==> config.mk <==
export PLATFORM = sky130hd
export DESIGN_NAME = fan_ripple_stall_monitor_flat
export DESIGN_NICKNAME = d
export VERILOG_FILES = /design/src/hdl/frsm_pkg.sv /design/src/hdl/frsm_req_if.sv /design/src/hdl/frsm_rsp_if.sv /design/src/hdl/fan_ripple_stall_monitor.sv /design/src/flat_wrapper.sv
export SDC_FILE = /design/constraint.sdc
export NUM_CORES = 1
export LEC_CHECK = 0
export ABC_CLOCK_PERIOD_IN_PS = 4200
export BUFFER_PORTS_ARGS = -buffer_cell sky130_fd_sc_hd__buf_2
export CORE_MARGIN = 10
export CORE_UTILIZATION = 57
export CTS_BUF_LIST = sky130_fd_sc_hd__clkbuf_4
export CTS_CLUSTER_SIZE = 28
export DETAILED_ROUTE_END_ITERATION = 7
export PLACE_DENSITY_LB_ADDON = 0.08
export SLEW_MARGIN = 20
export SYNTH_ARGS = -nofsm -noshare
export SYNTH_HDL_FRONTEND = slang
export SYNTH_SLANG_ARGS = --single-unit
==> constraint.sdc <==
create_clock -name i_clk -period 4.2 [get_ports i_clk]
set_clock_uncertainty 0.2 [all_clocks]
set_input_delay 0.63 -clock i_clk [delete_from_list [all_inputs] [get_ports i_clk]]
set_output_delay 0.63 -clock i_clk [all_outputs]
set_load 0.005 [all_outputs]
==> src/hdl/frsm_pkg.sv <==
// Shared types and constants for the fan ripple stall monitor.
`timescale 1ns / 1ps
`default_nettype none

package frsm_pkg;

    localparam int LEVEL_BITS  = 12;
    localparam int STALL_BITS  = 4;
    localparam int TICK_BITS   = 4;
    localparam int RUN_BITS    = 16;
    localparam int RIPPLE_BITS = 16;
    localparam int CFG_IDX_BITS  = 3;
    localparam int CFG_DATA_BITS = 16;

    // Register indexes of the configuration port
    localparam logic [CFG_IDX_BITS-1:0] CFG_RIPPLE_LIMIT_ONE = 3'd0;
    localparam logic [CFG_IDX_BITS-1:0] CFG_RIPPLE_LIMIT_TWO = 3'd1;
    localparam logic [CFG_IDX_BITS-1:0] CFG_STALL_LIMIT      = 3'd2;
    localparam logic [CFG_IDX_BITS-1:0] CFG_RUNNING_COUNT    = 3'd3;
    localparam logic [CFG_IDX_BITS-1:0] CFG_SUPPLY_ON_LEVEL  = 3'd4;
    localparam logic [CFG_IDX_BITS-1:0] CFG_REPORT_TICKS     = 3'd5;

    // Register reset values
    localparam logic [LEVEL_BITS-1:0] RST_RIPPLE_LIMIT_ONE = 12'd700;
    localparam logic [LEVEL_BITS-1:0] RST_RIPPLE_LIMIT_TWO = 12'd800;
    localparam logic [STALL_BITS-1:0] RST_STALL_LIMIT      = 4'd10;
    localparam logic [RUN_BITS-1:0]   RST_RUNNING_COUNT    = 16'd100;
    localparam logic [LEVEL_BITS-1:0] RST_SUPPLY_ON_LEVEL  = 12'd253;
    localparam logic [TICK_BITS-1:0]  RST_REPORT_TICKS     = 4'd5;

    localparam logic [STALL_BITS-1:0] STALL_MAX = 4'd15;

    // Request command codes
    typedef enum logic {
        CMD_SAMPLE = 1'b0,
        CMD_TICK   = 1'b1
    } t_cmd;

    // Reported fan status
    typedef enum logic [1:0] {
        ST_NONE      = 2'd0,
        ST_ERROR     = 2'd1,
        ST_POWER_OFF = 2'd2,
        ST_RUNNING   = 2'd3
    } t_fan_status;

endpackage

`default_nettype wire

==> src/hdl/frsm_req_if.sv <==
// Request channel: ADC sample sets and timer ticks.
`timescale 1ns / 1ps
`default_nettype none

interface frsm_req_if;
    logic                             valid;
    logic                             ready;
    logic                             cmd;
    logic [frsm_pkg::LEVEL_BITS-1:0]  fan_one_level;
    logic [frsm_pkg::LEVEL_BITS-1:0]  fan_two_level;
    logic [frsm_pkg::LEVEL_BITS-1:0]  supply_level;

    modport source (
        output valid, cmd, fan_one_level, fan_two_level, supply_level,
        input  ready
    );
    modport sink (
        input  valid, cmd, fan_one_level, fan_two_level, supply_level,
        output ready
    );
endinterface

`default_nettype wire

==> src/hdl/frsm_rsp_if.sv <==
// Result channel: fan status and ripple counts.
`timescale 1ns / 1ps
`default_nettype none

interface frsm_rsp_if;
    logic                              valid;
    logic                              ready;
    logic [1:0]                        fan_one_status;
    logic [1:0]                        fan_two_status;
    logic                              report_done;
    logic [frsm_pkg::RIPPLE_BITS-1:0]  fan_one_ripples;
    logic [frsm_pkg::RIPPLE_BITS-1:0]  fan_two_ripples;

    modport source (
        output valid, fan_one_status, fan_two_status, report_done,
               fan_one_ripples, fan_two_ripples,
        input  ready
    );
    modport sink (
        input  valid, fan_one_status, fan_two_status, report_done,
               fan_one_ripples, fan_two_ripples,
        output ready
    );
endinterface

`default_nettype wire

==> src/hdl/fan_ripple_stall_monitor.sv <==
// Top level of the two-fan ripple stall monitor.
//
// Usage:
//   i_req carries one request per handshake: cmd 0 is an ADC sample set
//   (both fan ripple levels plus the fan supply level), cmd 1 is a timer tick.
//   Every request yields exactly one result on o_rsp: the latest status of
//   each fan, a report_done flag and both ripple counts after the request.
//   Configuration registers are written through i_cfg_we / i_cfg_idx /
//   i_cfg_data; the user keeps this to times when no request is in flight,
//   which the block itself does not enforce. Unknown indexes are dropped.
// Timing:
//   State and result register update at the edge that accepts the request.
//   Throughput is one request per cycle while o_rsp.ready is high, set by the
//   single result register feeding o_rsp.
//
// Reset (synchronous, active low) loads the register defaults, clears all
//   fan state, tick counter and statuses, and empties the result register.
// Stall: while the result waits, i_req.ready stays high only if o_rsp.ready
//   is high, so a held result is never overwritten and no request is lost.
`timescale 1ns / 1ps
`default_nettype none

module fan_ripple_stall_monitor #(
    parameter int COUNT_BITS = 16
) (
    input  wire logic                                 i_clk,
    input  wire logic                                 i_rst_n,
    frsm_req_if.sink                                  i_req,
    frsm_rsp_if.source                                o_rsp,
    input  wire logic                                 i_cfg_we,
    input  wire logic [frsm_pkg::CFG_IDX_BITS-1:0]    i_cfg_idx,
    input  wire logic [frsm_pkg::CFG_DATA_BITS-1:0]   i_cfg_data
);

    localparam int LB = frsm_pkg::LEVEL_BITS;
    localparam int SB = frsm_pkg::STALL_BITS;
    localparam int TB = frsm_pkg::TICK_BITS;
    localparam int RB = frsm_pkg::RUN_BITS;
    localparam int OB = frsm_pkg::RIPPLE_BITS;
    // compare / output width covering both the counter and the 16-bit fields
    localparam int CW = (COUNT_BITS > RB) ? ((COUNT_BITS > OB) ? COUNT_BITS : OB)
                                          : ((RB > OB) ? RB : OB);
    localparam logic [COUNT_BITS-1:0] COUNT_MAX = '1;

    // configuration registers
    logic [LB-1:0] r_limit_one, r_limit_two, r_supply_on_level;
    logic [SB-1:0] r_stall_limit;
    logic [RB-1:0] r_running_count;
    logic [TB-1:0] r_report_ticks;

    // fan state
    logic [LB-1:0]         r_last_one, r_last_two;
    logic [COUNT_BITS-1:0] r_ripples_one, r_ripples_two;
    logic [SB-1:0]         r_stall_one, r_stall_two;
    logic [TB-1:0]         r_tick;
    logic                  r_supply_on;
    frsm_pkg::t_fan_status r_status_one, r_status_two;

    logic [COUNT_BITS-1:0] n_ripples_one, n_ripples_two;
    logic [SB-1:0]         n_stall_one, n_stall_two;
    logic [TB-1:0]         n_tick;
    frsm_pkg::t_fan_status n_status_one, n_status_two;
    logic                  n_done;

    // ripple counts widened to cover the output fields
    logic [CW-1:0]         ripples_one_ext, ripples_two_ext;

    // result register
    logic                  r_out_valid;
    logic [1:0]            r_out_status_one, r_out_status_two;
    logic                  r_out_done;
    logic [OB-1:0]         r_out_ripples_one, r_out_ripples_two;

    logic accept;
    logic is_tick;

    // per-fan update results
    typedef struct packed {
        logic [COUNT_BITS-1:0] ripples;
        logic [SB-1:0]         stall;
    } t_fan_next;

    t_fan_next fan_one_nx, fan_two_nx;

    function automatic t_fan_next watch_fan(
        input logic [LB-1:0]         level,
        input logic [LB-1:0]         limit,
        input logic [LB-1:0]         last,
        input logic [COUNT_BITS-1:0] ripples,
        input logic [SB-1:0]         stall,
        input logic [SB-1:0]         stall_limit
    );
        logic [LB-1:0] diff;
        t_fan_next     nx;
        diff = (level > last) ? (level - last) : (last - level);
        nx.ripples = ripples;
        nx.stall   = stall;
        if ((level < limit) && (diff > LB'(1))) begin
            if (ripples != COUNT_MAX) begin
                nx.ripples = ripples + COUNT_BITS'(1);
            end
            nx.stall = '0;
        end else if (stall != frsm_pkg::STALL_MAX) begin
            nx.stall = stall + SB'(1);
        end
        if (nx.stall == stall_limit) begin
            nx.ripples = '0;
        end
        return nx;
    endfunction

    function automatic frsm_pkg::t_fan_status classify(
        input logic [COUNT_BITS-1:0] ripples,
        input logic [RB-1:0]         running,
        input logic                  supply_on
    );
        frsm_pkg::t_fan_status st;
        if (CW'(ripples) > CW'(running)) begin
            st = frsm_pkg::ST_RUNNING;
        end else if (supply_on) begin
            st = frsm_pkg::ST_ERROR;
        end else begin
            st = frsm_pkg::ST_POWER_OFF;
        end
        return st;
    endfunction

    assign i_req.ready = !r_out_valid || o_rsp.ready;
    assign accept      = i_req.valid && i_req.ready;
    assign is_tick     = (frsm_pkg::t_cmd'(i_req.cmd) == frsm_pkg::CMD_TICK);

    always_comb begin
        fan_one_nx = watch_fan(i_req.fan_one_level, r_limit_one, r_last_one,
                               r_ripples_one, r_stall_one, r_stall_limit);
        fan_two_nx = watch_fan(i_req.fan_two_level, r_limit_two, r_last_two,
                               r_ripples_two, r_stall_two, r_stall_limit);
    end

    always_comb begin
        n_ripples_one = r_ripples_one;
        n_ripples_two = r_ripples_two;
        n_stall_one   = r_stall_one;
        n_stall_two   = r_stall_two;
        n_tick        = r_tick;
        n_status_one  = r_status_one;
        n_status_two  = r_status_two;
        n_done        = 1'b0;
        if (is_tick) begin
            n_tick = r_tick + TB'(1);
            if (n_tick == r_report_ticks) begin
                n_tick       = '0;
                n_status_one = classify(r_ripples_one, r_running_count, r_supply_on);
                n_status_two = classify(r_ripples_two, r_running_count, r_supply_on);
                n_done       = 1'b1;
            end
        end else begin
            n_ripples_one = fan_one_nx.ripples;
            n_ripples_two = fan_two_nx.ripples;
            n_stall_one   = fan_one_nx.stall;
            n_stall_two   = fan_two_nx.stall;
        end
    end

    assign ripples_one_ext = CW'(n_ripples_one);
    assign ripples_two_ext = CW'(n_ripples_two);

    // configuration writes
    always_ff @(posedge i_clk) begin
        if (!i_rst_n) begin
            r_limit_one       <= frsm_pkg::RST_RIPPLE_LIMIT_ONE;
            r_limit_two       <= frsm_pkg::RST_RIPPLE_LIMIT_TWO;
            r_stall_limit     <= frsm_pkg::RST_STALL_LIMIT;
            r_running_count   <= frsm_pkg::RST_RUNNING_COUNT;
            r_supply_on_level <= frsm_pkg::RST_SUPPLY_ON_LEVEL;
            r_report_ticks    <= frsm_pkg::RST_REPORT_TICKS;
        end else if (i_cfg_we) begin
            unique case (i_cfg_idx)
                frsm_pkg::CFG_RIPPLE_LIMIT_ONE: r_limit_one       <= i_cfg_data[LB-1:0];
                frsm_pkg::CFG_RIPPLE_LIMIT_TWO: r_limit_two       <= i_cfg_data[LB-1:0];
                frsm_pkg::CFG_STALL_LIMIT:      r_stall_limit     <= i_cfg_data[SB-1:0];
                frsm_pkg::CFG_RUNNING_COUNT:    r_running_count   <= i_cfg_data[RB-1:0];
                frsm_pkg::CFG_SUPPLY_ON_LEVEL:  r_supply_on_level <= i_cfg_data[LB-1:0];
                frsm_pkg::CFG_REPORT_TICKS:     r_report_ticks    <= i_cfg_data[TB-1:0];
                default: ;
            endcase
        end
    end

    // fan state
    always_ff @(posedge i_clk) begin
        if (!i_rst_n) begin
            r_last_one    <= '0;
            r_last_two    <= '0;
            r_ripples_one <= '0;
            r_ripples_two <= '0;
            r_stall_one   <= '0;
            r_stall_two   <= '0;
            r_tick        <= '0;
            r_supply_on   <= 1'b0;
            r_status_one  <= frsm_pkg::ST_NONE;
            r_status_two  <= frsm_pkg::ST_NONE;
        end else if (accept) begin
            r_ripples_one <= n_ripples_one;
            r_ripples_two <= n_ripples_two;
            r_stall_one   <= n_stall_one;
            r_stall_two   <= n_stall_two;
            r_tick        <= n_tick;
            r_status_one  <= n_status_one;
            r_status_two  <= n_status_two;
            if (!is_tick) begin
                r_last_one  <= i_req.fan_one_level;
                r_last_two  <= i_req.fan_two_level;
                r_supply_on <= (i_req.supply_level >= r_supply_on_level);
            end
        end
    end

    // result register
    always_ff @(posedge i_clk) begin
        if (!i_rst_n) begin
            r_out_valid <= 1'b0;
        end else if (accept) begin
            r_out_valid <= 1'b1;
        end else if (o_rsp.ready) begin
            r_out_valid <= 1'b0;
        end
    end

    always_ff @(posedge i_clk) begin
        if (accept) begin
            r_out_status_one  <= n_status_one;
            r_out_status_two  <= n_status_two;
            r_out_done        <= n_done;
            r_out_ripples_one <= ripples_one_ext[OB-1:0];
            r_out_ripples_two <= ripples_two_ext[OB-1:0];
        end
    end

    assign o_rsp.valid           = r_out_valid;
    assign o_rsp.fan_one_status  = r_out_status_one;
    assign o_rsp.fan_two_status  = r_out_status_two;
    assign o_rsp.report_done     = r_out_done;
    assign o_rsp.fan_one_ripples = r_out_ripples_one;
    assign o_rsp.fan_two_ripples = r_out_ripples_two;

endmodule

`default_nettype wire

==> src/flat_wrapper.sv <==
// flat-port wrapper written by rule: the top's interface ports become plain ports
module fan_ripple_stall_monitor_flat 
#(
    parameter int COUNT_BITS = 16
)
  (i_clk, i_rst_n, i_cfg_we, i_cfg_idx, i_cfg_data, i_req_valid, i_req_cmd, i_req_fan_one_level, i_req_fan_two_level, i_req_supply_level, i_req_ready, o_rsp_valid, o_rsp_fan_one_status, o_rsp_fan_two_status, o_rsp_report_done, o_rsp_fan_one_ripples, o_rsp_fan_two_ripples, o_rsp_ready);
  frsm_req_if i_req_i ();
  frsm_rsp_if o_rsp_i ();
  input  wire logic i_clk;
  input  wire logic i_rst_n;
  input  wire logic i_cfg_we;
  input  wire logic [frsm_pkg::CFG_IDX_BITS-1:0] i_cfg_idx;
  input  wire logic [frsm_pkg::CFG_DATA_BITS-1:0] i_cfg_data;
  input wire logic [$bits(i_req_i.valid)-1:0] i_req_valid;
  input wire logic [$bits(i_req_i.cmd)-1:0] i_req_cmd;
  input wire logic [$bits(i_req_i.fan_one_level)-1:0] i_req_fan_one_level;
  input wire logic [$bits(i_req_i.fan_two_level)-1:0] i_req_fan_two_level;
  input wire logic [$bits(i_req_i.supply_level)-1:0] i_req_supply_level;
  output wire logic [$bits(i_req_i.ready)-1:0] i_req_ready;
  output wire logic [$bits(o_rsp_i.valid)-1:0] o_rsp_valid;
  output wire logic [$bits(o_rsp_i.fan_one_status)-1:0] o_rsp_fan_one_status;
  output wire logic [$bits(o_rsp_i.fan_two_status)-1:0] o_rsp_fan_two_status;
  output wire logic [$bits(o_rsp_i.report_done)-1:0] o_rsp_report_done;
  output wire logic [$bits(o_rsp_i.fan_one_ripples)-1:0] o_rsp_fan_one_ripples;
  output wire logic [$bits(o_rsp_i.fan_two_ripples)-1:0] o_rsp_fan_two_ripples;
  input wire logic [$bits(o_rsp_i.ready)-1:0] o_rsp_ready;
  assign i_req_i.valid = i_req_valid;
  assign i_req_i.cmd = i_req_cmd;
  assign i_req_i.fan_one_level = i_req_fan_one_level;
  assign i_req_i.fan_two_level = i_req_fan_two_level;
  assign i_req_i.supply_level = i_req_supply_level;
  assign i_req_ready = i_req_i.ready;
  assign o_rsp_valid = o_rsp_i.valid;
  assign o_rsp_fan_one_status = o_rsp_i.fan_one_status;
  assign o_rsp_fan_two_status = o_rsp_i.fan_two_status;
  assign o_rsp_report_done = o_rsp_i.report_done;
  assign o_rsp_fan_one_ripples = o_rsp_i.fan_one_ripples;
  assign o_rsp_fan_two_ripples = o_rsp_i.fan_two_ripples;
  assign o_rsp_i.ready = o_rsp_ready;
  fan_ripple_stall_monitor #(.COUNT_BITS(COUNT_BITS)) u_core (.i_clk(i_clk), .i_rst_n(i_rst_n), .i_req(i_req_i), .o_rsp(o_rsp_i), .i_cfg_we(i_cfg_we), .i_cfg_idx(i_cfg_idx), .i_cfg_data(i_cfg_data));
endmodule
==> metrics.txt <==
Tot Pwr=3.625 mW; commonest cells in the netlist=nand2_1 (232), dfxtp_1 (134), inv_1 (124); Synth cell types=95; status=complete, no violations; Area Growth Syn to Fin=15.75%; Placed Instances=1922; global-route wire length before repair=52.56 mm; CP Max Fanout=10; data arrival time of the worst path=4.07 ns; Pleak=6.002 nW; wire per inst=16.33 um; DP HPWL=25.15 mm; synthesis-stage register bit count=171; peak supply drop=0.2076 mV; Crit. Startpoint=u_core.r_last_two[4]; Worst slew margin=39.40%; Post-synth top flop=dfxtp_1; Routed WL=31.93 mm; Antenna Nets Post-Route=0; CORE AREA=20960 sq um; Hold Path Depth=3; row count=53; H-tree depth=4; Slew @ Worst Pin=0.9091 ns; detailed-route via count=10.97k; RSZ-0062 raised after global routing=no; ys async rst share=0%; family with the most delay on the worst path=compound AO/OA/AOI/OAI gates; initial core utilization=57.82%; startpoint types=flop; worst r2r src=u_core.r_last_two[4]; drt via density=5.613; Gate power share=23.0%; Yosys Warn Count=0; initial antenna violation count=1; Sink Count=171; FF/Latch Area=3794 sq um; TritonCTS clock tree=yes; Final Util=66.92%; Synth area leaders=dfxtp_1 (22%), ha_1 (12%), edfxtp_1 (9.2%), nand2_1 (7.2%), a21boi_0 (4.1%); TritonCTS buffer count=17; Avg Inst Size Synth=8.181 sq um; Period minus WS final=3.935 ns; final setup fails=0; HP Class=primary input to flop; largest net degree at the start of global routing=52; NetSw=1.223 mW; Worst Hold Endpoint=u_core.o_rsp.valid; Reg2Reg Setup Slack=0.27 ns; period utilisation layout=93.69%; crit path buf inv count=2; Setup Fix Bufs, Post-CTS=0; Crit. End Element=flop; Clock power frac=28.5%; Yosys top cell by area=dfxtp_1; count leader, synth=nand2_1; Iteration-0 DRC Markers=745; IO buf count=99; Critical R2R Capture=u_core.o_rsp.fan_two_ripples[1]; area of the multi-input gates=7527 sq um; Die Width=165.8 um; vias in the first global route=10.57k; full die area=27490 sq um; Die H=165.8 um; cell-internal power=2.401 mW; Max Freq=254.1 MHz; clk buf depth=2; sequential share of power=48.5%; post_cts resized=0; max_cap viols=0; Syn Inst Count=1481; Synth top area share=22.14%; endpoints failing hold=0; Slowest-stage cell, CP=or4b_1; fill cell count=1872; 1st-pass router iterations=5; required time of the critical path=4.34 ns; most used cell, CP=buf_4; fin nets=1848; Seq/Total Area, Yosys=31.31%; largest incremental delay on the critical path=0.49 ns; mapped cell area=12120 sq um; worst setup path category=flop to flop; Hold-fix buffers, CTS=0; non-filler cells, final=1955; Final Wtd Congestion=0.8942; Root Driver=clkbuf_4; proportion of layout cells with a drive suffix above 1=18.94%; total gr overflow=0; number of remaining DRC errors=0; IO Count=100; crit path cell chain=ha_1 -> and3_4 -> a221oi_4 -> o211a_1 -> buf_4 -> or4b_1 -> o221ai_1 -> a21o_1 -> o31a_1 -> nand3_1 -> a22oi_2 -> buf_4 -> nor3_1 -> a221o_1; Final Max Tran Viols=0; HP Start=i_req_valid; sw frac=33.75%; Syn Nets=1663; Reg2Reg Depth=14; Clock Pin Slew Worst Setup and Hold Paths=0.19 ns; pwr/cell area=258.5 nW/um^2; final hold slack=0.08890 ns; Post-synth EDFFs=37; clock latency on the worst-skew pair=0.58 ns; GRT Resource Usage Total=22.38%
## worst reg2reg max path: cells and delay by family (launching register included)
| family | cells | cell delay [ns] |
|---|---|---|
| AND/OR/NAND/NOR | 4 | 0.94 |
| AO/OA/AOI/OAI | 7 | 1.44 |
| adder cells (fa/ha/maj) | 1 | 0.42 |
| buffers and inverters | 2 | 0.33 |
| flip-flops | 1 | 0.38 |
## per-layer routing
layer  GRT usage (%)  wire [um]
met5               0          0
met4           4.199        282
met3           3.975       1501
met2           36.19      14590
met1           30.70      15550
## stage by stage
step | setup slack (ns) | TNS [ns] | instance area, sq um
after global routing | 0.007043 | 0 | 14020
after floorplan | 0.1639 | 0 | 12120
after detailed placement | -0.1744 | -6.453 | 13670
final | 0.2650 | 0 | 14020
after global placement | -0.1345 | -3.660 | 13670
after CTS | 0.2296 | 0 | 14010
## power groups by stage
stage               Clock [mW]  Combinational (mW)  Sequential, mW
finish                    1.03               0.832            1.76
global route              1.12               0.923            1.77
CTS                       1.06               0.827            1.76
detailed placement           0               0.822            1.79
global placement             0               0.813            1.79
floorplan                    0               0.495            1.79
## cells by family after synthesis
| group | synth area share (%) |
|---|---|
| buffers and inverters | 6.744 |
| AOI/OAI and AO/OA | 21.04 |
| xor gates and xnor gates | 4.121 |
| and+or+nand+nor | 21.50 |
| DFF | 31.31 |
| muxes | 2.540 |
| adders and majority gates | 12.74 |
## state kept, by name, summed over array words and instances (netlist names), 4 cells and up
register and cells:
u_core.r_ripples_two 16, u_core.r_last_one 12, u_core.r_running_count 16, u_core.r_last_two 12, u_core.r_limit_one 12, u_core.r_limit_two 12, u_core.r_supply_on_level 12, u_core.r_ripples_one 16
u_core.o_rsp.fan_one_ripples 16, u_core.r_stall_limit 4, u_core.r_tick 4, u_core.o_rsp.fan_two_ripples 16, u_core.r_stall_two 4, u_core.r_stall_one 4, u_core.r_report_ticks 4
## worst max-delay path by stage
stage | to | slack (ns) | cells past startpoint
6_report | u_core.o_rsp.fan_two_ripples[1] | 0.27 | 14
5_1_grt | u_core.o_rsp.fan_two_ripples[12] | 0.007 | 17
4_1_cts | u_core.r_ripples_one[13] | 0.23 | 12
3_5_place_dp | u_core.o_rsp.fan_two_ripples[8] | -0.17 | 17
3_3_place_gp | u_core.r_ripples_one[13] | -0.13 | 14
2_1_floorplan | u_core.o_rsp.fan_one_ripples[0] | 0.16 | 15
## cell usage in the layout (no fill, tap or decap), drive strengths merged, types with 37 or more instances in the layout
cell type / n
a21boi: 67
inv: 130
dfxtp: 134
edfxtp: 37
nand3: 42
o21ai: 57
nor2: 105
nand2: 232
a21oi: 76
ha: 117
buf: 235
## layout make-up
type                    instances  area share, %
multi-input cells            1117          53.68
clock buffers                  17         0.9101
diodes                          1        0.01784
repair buffers                235          11.08
well taps                     275          2.454
clock inverters                15          1.490
flip-flops and latches        171          27.05
inverters                     124          3.319
Power figures use the tool's default switching activity.
